==> config.mk <==
export PLATFORM = sky130hd
export DESIGN_NAME = multi_stack_shared_pool_unit
export DESIGN_NICKNAME = d
export VERILOG_FILES = /design/src/hdl/msp_pkg.sv /design/src/hdl/msp_pool_mem.sv /design/src/hdl/multi_stack_shared_pool_unit.sv
export SDC_FILE = /design/constraint.sdc
export NUM_CORES = 1
export LEC_CHECK = 0
export BUFFER_PORTS_ARGS = -buffer_cell sky130_fd_sc_hd__buf_2
export CORE_ASPECT_RATIO = 0.75
export CORE_MARGIN = 5
export CORE_UTILIZATION = 50
export CTS_CLUSTER_SIZE = 24
export DETAILED_ROUTE_END_ITERATION = 8
export MAX_ROUTING_LAYER = met4
export PLACE_DENSITY = 0.69
export SYNTH_ARGS = -nofsm -noshare
export SYNTH_HDL_FRONTEND = slang
export SYNTH_SLANG_ARGS = --single-unit
==> constraint.sdc <==
create_clock -name aclk -period 14.6 [get_ports aclk]
set_clock_uncertainty 0.2 [all_clocks]
set_input_delay 0 -clock aclk [delete_from_list [all_inputs] [get_ports aclk]]
set_output_delay 0 -clock aclk [all_outputs]
set_load 0.02 [all_outputs]
==> src/hdl/msp_pkg.sv <==
`default_nettype none

package msp_pkg;

    localparam int POOL_DEPTH = 16;
    localparam int NUM_STACKS = 4;

    localparam int ADDR_W = (POOL_DEPTH > 1) ? $clog2(POOL_DEPTH) : 1;
    localparam int PTR_W  = $clog2(POOL_DEPTH + 1);
    localparam int STK_W  = (NUM_STACKS > 1) ? $clog2(NUM_STACKS) : 1;

    localparam logic [PTR_W-1:0] NULL_PTR = PTR_W'(POOL_DEPTH);

    localparam logic [1:0] OP_PUSH = 2'd0;
    localparam logic [1:0] OP_POP  = 2'd1;
    localparam logic [1:0] OP_PEEK = 2'd2;

    localparam logic [1:0] STAT_OK       = 2'd0;
    localparam logic [1:0] STAT_OVERFLOW = 2'd1;
    localparam logic [1:0] STAT_EMPTY    = 2'd2;

    typedef struct packed {
        logic [1:0]         opcode;
        logic [1:0]         stack_number;
        logic signed [31:0] push_value;
    } in_word_t;

    typedef struct packed {
        logic signed [31:0] read_value;
        logic [1:0]         status;
    } out_word_t;

    typedef struct packed {
        logic              rd_en;
        logic [ADDR_W-1:0] rd_addr;
        logic              wr_data_en;
        logic              wr_link_en;
        logic [ADDR_W-1:0] wr_addr;
        logic [31:0]       wr_data;
        logic [PTR_W-1:0]  wr_link;
    } mem_req_t;

    typedef struct packed {
        logic [31:0]      data;
        logic [PTR_W-1:0] link;
    } mem_rsp_t;

endpackage

`default_nettype wire

==> src/hdl/msp_pool_mem.sv <==
`default_nettype none

module msp_pool_mem (
    input  wire logic              aclk,
    input  wire logic              aresetn,
    input  wire msp_pkg::mem_req_t req,
    output msp_pkg::mem_rsp_t      rsp
);
    import msp_pkg::*;

    logic [31:0]      data_mem [POOL_DEPTH];
    logic [PTR_W-1:0] link_mem [POOL_DEPTH];
    logic [POOL_DEPTH-1:0] link_valid_reg;

    logic [31:0]       rd_data_reg;
    logic [PTR_W-1:0]  rd_link_reg;
    logic              rd_lvalid_reg;
    logic [ADDR_W-1:0] rd_addr_reg;

    always_ff @(posedge aclk) begin
        if (req.wr_data_en) begin
            data_mem[req.wr_addr] <= req.wr_data;
        end
        if (req.wr_link_en) begin
            link_mem[req.wr_addr] <= req.wr_link;
        end
        if (req.rd_en) begin
            rd_data_reg <= data_mem[req.rd_addr];
            rd_link_reg <= link_mem[req.rd_addr];
            rd_addr_reg <= req.rd_addr;
        end
    end

    // An entry whose link was never written still links to its successor,
    // which leaves the whole pool on the free list after reset.
    always_ff @(posedge aclk) begin
        if (!aresetn) begin
            link_valid_reg <= '0;
            rd_lvalid_reg  <= 1'b0;
        end else begin
            if (req.wr_link_en) begin
                link_valid_reg[req.wr_addr] <= 1'b1;
            end
            if (req.rd_en) begin
                rd_lvalid_reg <= link_valid_reg[req.rd_addr];
            end
        end
    end

    assign rsp.data = rd_data_reg;
    assign rsp.link = rd_lvalid_reg ? rd_link_reg
                                    : PTR_W'(rd_addr_reg) + PTR_W'(1);

endmodule

`default_nettype wire

==> src/hdl/multi_stack_shared_pool_unit.sv <==
`default_nettype none

// The result of an accepted word is formed in the execute state from a registered read
// of the pool memory (data and link of the stack's head entry, or of the free entry for
// a push) that precedes the write back; a new word is taken only in the idle state.
// A finished result waits in an output register while the next word is accepted.
// Reset (aresetn, synchronous, active low): all stacks empty, every pool entry on the
// free list in order from entry zero; no clearing pass, the block is ready at once.
module multi_stack_shared_pool_unit (
    input  wire logic               aclk,
    input  wire logic               aresetn,
    input  wire logic               s_valid,
    output logic                    s_ready,
    input  wire msp_pkg::in_word_t  s_data,
    output logic                    m_valid,
    input  wire logic               m_ready,
    output msp_pkg::out_word_t      m_data
);
    import msp_pkg::*;

    typedef enum logic [1:0] {
        S_IDLE = 2'b01,
        S_EXEC = 2'b10
    } state_t;

    state_t           state_reg, state_next;
    in_word_t         item_reg;
    logic [PTR_W-1:0] free_head_reg, free_head_next;
    logic [PTR_W-1:0] stack_head_reg  [NUM_STACKS];
    logic [PTR_W-1:0] stack_head_next [NUM_STACKS];
    logic             m_valid_reg, m_valid_next;
    out_word_t        out_reg, out_next;

    mem_req_t mem_req;
    mem_rsp_t mem_rsp;

    logic             accept;
    logic [STK_W-1:0] in_idx;
    logic [STK_W-1:0] cur_idx;
    logic             sn_ok;
    logic [PTR_W-1:0] cur_head;
    logic             head_ok;
    logic             free_ok;

    msp_pool_mem u_pool_mem (
        .aclk    (aclk),
        .aresetn (aresetn),
        .req     (mem_req),
        .rsp     (mem_rsp)
    );

    assign s_ready = (state_reg == S_IDLE);
    assign accept  = s_valid && s_ready;
    assign m_valid = m_valid_reg;
    assign m_data  = out_reg;

    assign in_idx   = STK_W'(s_data.stack_number);
    assign cur_idx  = STK_W'(item_reg.stack_number);
    assign sn_ok    = (int'(item_reg.stack_number) < NUM_STACKS);
    assign cur_head = stack_head_reg[cur_idx];
    assign head_ok  = sn_ok && (cur_head < NULL_PTR);
    assign free_ok  = free_head_reg < NULL_PTR;

    always_comb begin
        state_next      = state_reg;
        free_head_next  = free_head_reg;
        stack_head_next = stack_head_reg;
        m_valid_next    = m_valid_reg && !m_ready;
        out_next        = out_reg;
        mem_req         = '0;

        unique case (state_reg)
            S_IDLE: begin
                if (accept) begin
                    // Push needs the free entry's link, pop and peek the head entry.
                    mem_req.rd_en   = 1'b1;
                    mem_req.rd_addr = (s_data.opcode == OP_PUSH)
                                      ? ADDR_W'(free_head_reg)
                                      : ADDR_W'(stack_head_reg[in_idx]);
                    state_next      = S_EXEC;
                end
            end
            S_EXEC: begin
                if (!m_valid_reg || m_ready) begin
                    m_valid_next = 1'b1;
                    state_next   = S_IDLE;
                    out_next     = '{read_value: 32'sd0, status: STAT_OK};
                    case (item_reg.opcode) inside
                        OP_PUSH: begin
                            if (sn_ok && free_ok) begin
                                mem_req.wr_data_en       = 1'b1;
                                mem_req.wr_link_en       = 1'b1;
                                mem_req.wr_addr          = ADDR_W'(free_head_reg);
                                mem_req.wr_data          = item_reg.push_value;
                                mem_req.wr_link          = cur_head;
                                free_head_next           = mem_rsp.link;
                                stack_head_next[cur_idx] = free_head_reg;
                            end else begin
                                out_next.status = STAT_OVERFLOW;
                            end
                        end
                        OP_POP, OP_PEEK: begin
                            if (head_ok) begin
                                out_next.read_value = mem_rsp.data;
                                if (item_reg.opcode == OP_POP) begin
                                    mem_req.wr_link_en       = 1'b1;
                                    mem_req.wr_addr          = ADDR_W'(cur_head);
                                    mem_req.wr_link          = free_head_reg;
                                    free_head_next           = cur_head;
                                    stack_head_next[cur_idx] = mem_rsp.link;
                                end
                            end else begin
                                out_next.read_value = -32'sd1;
                                out_next.status     = STAT_EMPTY;
                            end
                        end
                        default: begin
                        end
                    endcase
                end
            end
            default: begin
                state_next = S_IDLE;
            end
        endcase
    end

    always_ff @(posedge aclk) begin
        if (!aresetn) begin
            state_reg     <= S_IDLE;
            free_head_reg <= '0;
            m_valid_reg   <= 1'b0;
            for (int i = 0; i < NUM_STACKS; i++) begin
                stack_head_reg[i] <= NULL_PTR;
            end
        end else begin
            state_reg      <= state_next;
            free_head_reg  <= free_head_next;
            m_valid_reg    <= m_valid_next;
            stack_head_reg <= stack_head_next;
        end
    end

    always_ff @(posedge aclk) begin
        if (accept) begin
            item_reg <= s_data;
        end
        out_reg <= out_next;
    end

`ifndef NO_ASSERTIONS
    a_accept_to_exec: assert property (@(posedge aclk) disable iff (!aresetn)
        accept |=> state_reg == S_EXEC)
        else $error("accepted word did not move to execute");

    a_write_in_exec: assert property (@(posedge aclk) disable iff (!aresetn)
        (mem_req.wr_link_en || mem_req.wr_data_en) |-> state_reg == S_EXEC)
        else $error("pool write outside execute");

    a_free_in_range: assert property (@(posedge aclk) disable iff (!aresetn)
        free_head_reg <= NULL_PTR)
        else $error("free list head out of range");

    a_empty_word: assert property (@(posedge aclk) disable iff (!aresetn)
        (m_valid_reg && out_reg.status == STAT_EMPTY) |-> out_reg.read_value == -32'sd1)
        else $error("empty status without all-ones word");
`endif

endmodule

`default_nettype wire

# After elaboration in Yosys (flattened, before gate mapping)
# Memories as Yosys holds them, arrays and structs flattened. A register that Yosys moved wholly into a read port is not among the register bits.
# Cells that the tools add are included.
# word_totals
reg_bits,119
ram_bits,592
inputBits,40
out_inout_bits,36
elab_cells,109
memories,2
# classes
add_sub_neg,1
n_lt_le_gt_ge,8
eq_ne,7
n_mux,55
n_bitwise,4
reduce_logical,17
# memory_table
memory,words,word_bits,rd,rd_clocked_by_memory_dff,wr,line_no,source
u_pool_mem.data_mem,16,32,1,1,1,msp_pool_mem.sv:11,logic [31:0] data_mem [POOL_DEPTH];
u_pool_mem.link_mem,16,5,1,1,1,msp_pool_mem.sv:12,logic [PTR_W-1:0] link_mem [POOL_DEPTH];
# op_table
cell,n
43-bit 2-to-1 mux,3
20-bit 2-to-1 mux,5
5-bit 2-to-1 mux,19
32-bit 2-to-1 mux,2
20-bit bitwise mux,2
5-bit binary-select mux with 2-bit select,2
16-bit OR,1
4-bit 2-to-1 mux,3
5-bit demux with 2-bit select,1
"4-bit by 5-bit less-than comparator with 1-bit output, second input constant",2
"5-bit less-than comparator, second input constant",2
1-bit 2-to-1 mux,10
2-bit 2-to-1 mux,5
"3-bit greater-or-equal comparator, second input constant",2
2-bit NOT with 3-bit output,2
6-bit AND reduction,1
2-bit nonzero test,3
"4-bit by 1-bit adder with 5-bit output, second input constant",1
1-bit binary-select mux with 4-bit select,1
1-bit demux with 4-bit select,1
"2-bit by 1-bit equality test with 1-bit output, second input constant",2
"2-bit equality test, second input constant",2
"4-bit by 1-bit greater-or-equal comparator with 1-bit output, second input constant",1
1-bit logical AND,4
other kinds (10),15

# Longest topological paths before layout
# logic_depth
word_depth,15
depth_mapped,12

# Hierarchy
# A second synthesis with hierarchy kept.
# unflattened
hier_cells,1308
area_unflattened_um2,28738.8
# by_module_without_submodules
module,instances,cells_per_inst,area_each_um2,seq_area_each_um2
msp_pool_mem,1,975,24352.1,19348.6
multi_stack_shared_pool_unit,1,333,4386.7,2662.6

# Least setup slack after synthesis
# Ideal clock, no wire load.
# synth_path
path_kind,register to register
from,register item_reg (netlist bit cur_idx[0])
to,"memory u_pool_mem.data_mem[12][0], enable pin"
setup_ns,0.461
t_arrival_ns,4.289
slack_ns,9.650
stages_incl_launch_ff,10
path_buffers,3
synth_period_minus_slack_ns,4.950
path_cell_list,edfxtp_1 buf_6 mux4_2 buf_6 nor4bb_2 buf_4 and3_1 a22o_1 o21ai_2 nor3_1
# synth_via
elab_chain_len,10
elab_cells_between_ends,11
cone_classes,order compare (1); mux (9); bitwise (1)
# synth_rtl
element,line_no,source
from (decl),multi_stack_shared_pool_unit.sv:27,in_word_t item_reg;
from (signal assigned),multi_stack_shared_pool_unit.sv:146,item_reg <= s_data;
2-bit NOT with 3-bit output (implied by the code) *,multi_stack_shared_pool_unit.sv:60,assign cur_head = stack_head_reg[cur_idx];
5-bit binary-select mux with 2-bit select *,multi_stack_shared_pool_unit.sv:60,
5-bit 2-to-1 mux (implied by the code) * (2 in a row),multi_stack_shared_pool_unit.sv:60,
5-bit less-than comparator / 5-bit 2-to-1 mux (equally long branches),"multi_stack_shared_pool_unit.sv:61, multi_stack_shared_pool_unit.sv:105",
5-bit 2-to-1 mux *,multi_stack_shared_pool_unit.sv:103,if (head_ok) begin
5-bit 2-to-1 mux * (2 in a row),multi_stack_shared_pool_unit.sv:88,case (item_reg.opcode) inside
43-bit 2-to-1 mux *,multi_stack_shared_pool_unit.sv:84,if (!m_valid_reg || m_ready) begin
43-bit 2-to-1 mux *,multi_stack_shared_pool_unit.sv:72,unique case (state_reg)
to (decl),msp_pool_mem.sv:11,
# Mark *: on every way between the ends. The rest lies on a longest branch, timed or not. The select of a mux whose other input is x is not followed.

# Final worst setup path
# layout_path
from,register state_reg[0]
to,register u_pool_mem.rd_data_reg[20] (read register of u_pool_mem.data_mem) (data pin)
# layout_via
elab_chain_len,4
# layout_rtl
element,line_no,source
from (decl),multi_stack_shared_pool_unit.sv:26,"state_t state_reg, state_next;"
from (signal assigned),multi_stack_shared_pool_unit.sv:137,state_reg <= state_next;
2-bit by 1-bit equality test with 1-bit output,multi_stack_shared_pool_unit.sv:52,assign s_ready = (state_reg == S_IDLE);
1-bit logical AND,multi_stack_shared_pool_unit.sv:53,assign accept = s_valid && s_ready;
named net accept,multi_stack_shared_pool_unit.sv:37,logic accept;
5-bit 2-to-1 mux,multi_stack_shared_pool_unit.sv:74,if (accept) begin
5-bit 2-to-1 mux,multi_stack_shared_pool_unit.sv:72,
to (decl),msp_pool_mem.sv:15,logic [31:0] rd_data_reg;
# The timed path passes the listed nets, and every way through them passes these cells.
# A chain may end at the register's enable or synchronous reset.

==> impl_results.md <==
* EDFF count, synth at 703
* Clock sink count at approximately 750
* Largest register FFs at between 500 and 600
* Tmin final at around 4700 ps
* Final setup fails at 0
* Top cells by area, synth: edfxtp_1 (72%), mux4_2 (6.2%), dfxtp_1 (3.1%)
* Post-cts resize count at 0
* DR vias/cell at roughly 6
* Clk_lat worst skew at between 600 and 700 ps
* Crit path kind: flip-flop to flip-flop
* Clock tree root driver cell: clkbuf_16
* Synth top area share at 72.2%
* Leakage at about 11 nW
* Via Count at around 16000
* Hold endpoint: cur_idx[0]
* Fin crit share at between 30% and 40%
* GR Layer Usage met1 at a little under a third
* Area grow syn2layout at 14.5%
* GRT Max-Usage Layer: met2
* Max_slew headroom at 24.3%
* Top Registers: u_pool_mem.data_mem: 512 flops, u_pool_mem.link_mem: 80 flops
* Routability Congestion at a little over 0.8
* Longest Clk Path Bufs at 3
* Startpoint types: flip-flop
* Synth cell types at roughly 60
* Hold path startpoint: s_data[32]
* Global routing usage on met2 at 32.7%
* Critical Path RT at between 10000 and 15000 ps
* Nets@finish at 1884
* Port bufs at 75
* Worst-path maximum fanout at roughly 140
* Net Count, Synth at ~1700
* Max VDD drop at 76.9 uV
* TritonCTS clock tree: built
* Clock transition at the registers of the reported paths at 60 ps
* Most frequent cells in the layout: edfxtp_1 (703), nand2_1 (175), mux4_2 (81)
* Routed Antenna Nets at 0
* Critical R2R Capture: u_pool_mem.rd_data_reg[20]
* CP Capture Type: flip-flop
* Row Count at 76
* Cell taking the most area after synthesis: edfxtp_1
* R2r setup slk at about 9900 ps
* Antenna cells at 0
* Tightest Hold Check Type: primary input to flip-flop
* Reg2reg start: state_reg[0]
* Antenna violations before repair at 0
* Hold depth at 2
* Worst slack, placed at a little under 10000 ps
* Number of max-cap violations at 0
* Most flops, register: u_pool_mem.data_mem
* Finished Cell Area at between 30000 and 40000 sq um
* Commonest non-fill, non-tap cell in the layout: edfxtp_1
* Tightest Pin Transition at roughly 1100 ps
* Post-CTS setup buffer count at 0
* Synth Instances at roughly 1700
* Final setup margin at between 9000 and 10000 ps
* Slew Limit Fails at 0
* Status: completed
* Final wirelength at roughly 67000 microns
* FFs w/ async S/R, synth at 0%
* Starting Density at approximately half
* Post-Syn Area at just under 30000 sq um
* Achievable clock frequency at 212 MHz
* Horiz. Die Dim at 289 microns
* DP HPWL at 34500 microns
* Pwr dens at roughly 130 nW/um^2
* TritonCTS Buffers at 70
* CTS H-tree lvls at 3
* Core area at between 50000 and 60000 sq um
* Fraction of the yosys area taken by sequential cells at 75.3%
* Die area at 63400 sq um
* Arrival @ worst endpoint at about 5000 ps
* Ys flop type: edfxtp_1
* Drt first pass iters at 6
* Synth warn at 0
* Final Hold Vio Count at 0
* Fin Setup TNS at 0 ps
* Largest net degree at the start of global routing at between 100 and 150
* Initial DRC Count at between 1500 and 2000
* Grt met3 use at about 3.9%
* Die height at between 200 and 250 microns
* First-pass GRT wire length at 101000 microns
* Top Ports at between 70 and 80
* Area after DPL at ~30000 sq um
* DRC at 0
* Layout fillers at between 4000 and 5000
* Total grt overflow at 0
* Syn avg cell area at between 15 and 20 sq um
* RSZ-0062 raised after global routing: false
* Routed len/inst at 25.1 microns
* Number of global-route vias before repair at ~16000
* GR Util All Layers at between 20% and 30%
* Layout cells sized above 1 at a little under a fifth
* Register bit total from synthesis at between 700 and 800
* FF-to-FF path depth at 10
worst max-delay path by stage:
stage,startpoint,to,cells past startpoint
6_report,state_reg[0],u_pool_mem.rd_data_reg[20],10
5_1_grt,state_reg[0],u_pool_mem.rd_data_reg[4],10
4_1_cts,state_reg[0],u_pool_mem.rd_data_reg[20],10
3_3_place_gp,state_reg[0],u_pool_mem.rd_data_reg[20],10
2_1_floorplan,cur_idx[0],u_pool_mem.data_mem[12][0],9
3_5_place_dp,state_reg[0],u_pool_mem.rd_data_reg[20],10
what timing repair did:
action / CTS / global route
hold endpoints to repair: 83 / 0
endpoints found under the setup margin: 0 / 0
hold buffers: 74 / 0
logic make-up (layout without fill, tap and decap cells):
group	after synthesis	in the layout	synth area share [%]
flip-flops	748	748	75.3
AND/OR/NAND/NOR	423	423	7.17
AO/OA/AOI/OAI	284	284	7.90
buffers and inverters	123	320	1.93
multiplexers	115	115	7.50
adder cells (fa/ha/maj)	3	3	0.128
XOR/XNOR	2	2	0.0599
metal layers:
metal / vias to the layer above / wire (microns) / part of all wire, %
met3: 138 / 5170 / 7.7
met5: - / 0 / 0
met4: 0 / 2000 / 3.0
li1: 7017 / - / -
met1: 8248 / 29000 / 43
met2: 662 / 30900 / 46
synth_stat cells, types with 5 or more instances:
cell,instances
nor2b_1,15
and3_1,34
nand2_1,176
edfxtp_1,703
o21a_1,49
mux2i_1,28
inv_1,9
o211a_1,5
o21ai_0,10
buf_2,24
a311o_1,74
a22oi_1,42
nor3_1,9
mux4_2,81
buf_6,8
a21oi_1,6
nor2_1,35
nor2_2,10
clkbuf_1,73
and2_1,72
a211oi_1,75
nand3_1,44
dfxtp_1,45
and2_0,5
cell type report:
type	instances	area, sq um	area share [%]
Inverter	13	55.1	0.165
Timing Repair Buffer	181	1370	4.09
Tap cell	780	976	2.92
Sequential cell	748	22000	65.8
Clock inverter	36	349	1.04
Multi-Input combinational cell	827	6810	20.3
Clock buffer	90	1890	5.65
critical path, stage by stage, from the launching register on:
cell	delay, ps
dfxtp_1	300
nor2b_1	130
nand2_1	420
inv_4	410
o21ai_4	150
buf_4	410
buf_12	590
buf_4	690
mux4_2	580
a22oi_1	200
nand3_1	110
metrics by stage:
stage	util, %	power (mW)	hold slack [ps]	std cells
6_report	58.1	4.27	99.9	2675
5_1_grt	58.1	4.39	108	2675
4_1_cts	58.1	4.30	52.8	2675
3_5_place_dp	52.9	2.50	-21.2	2475
3_3_place_gp	52.9	2.49	-20.7	2475
2_1_floorplan	-	2.46	-101	1698
where the power goes:
part           switching (mW)  internal, mW  leakage (nW)
clock network           0.775          1.03          1.07
registers             0.00888          2.34          6.57
logic                  0.0680        0.0496          2.95
Power figures use the tool's default switching activity.
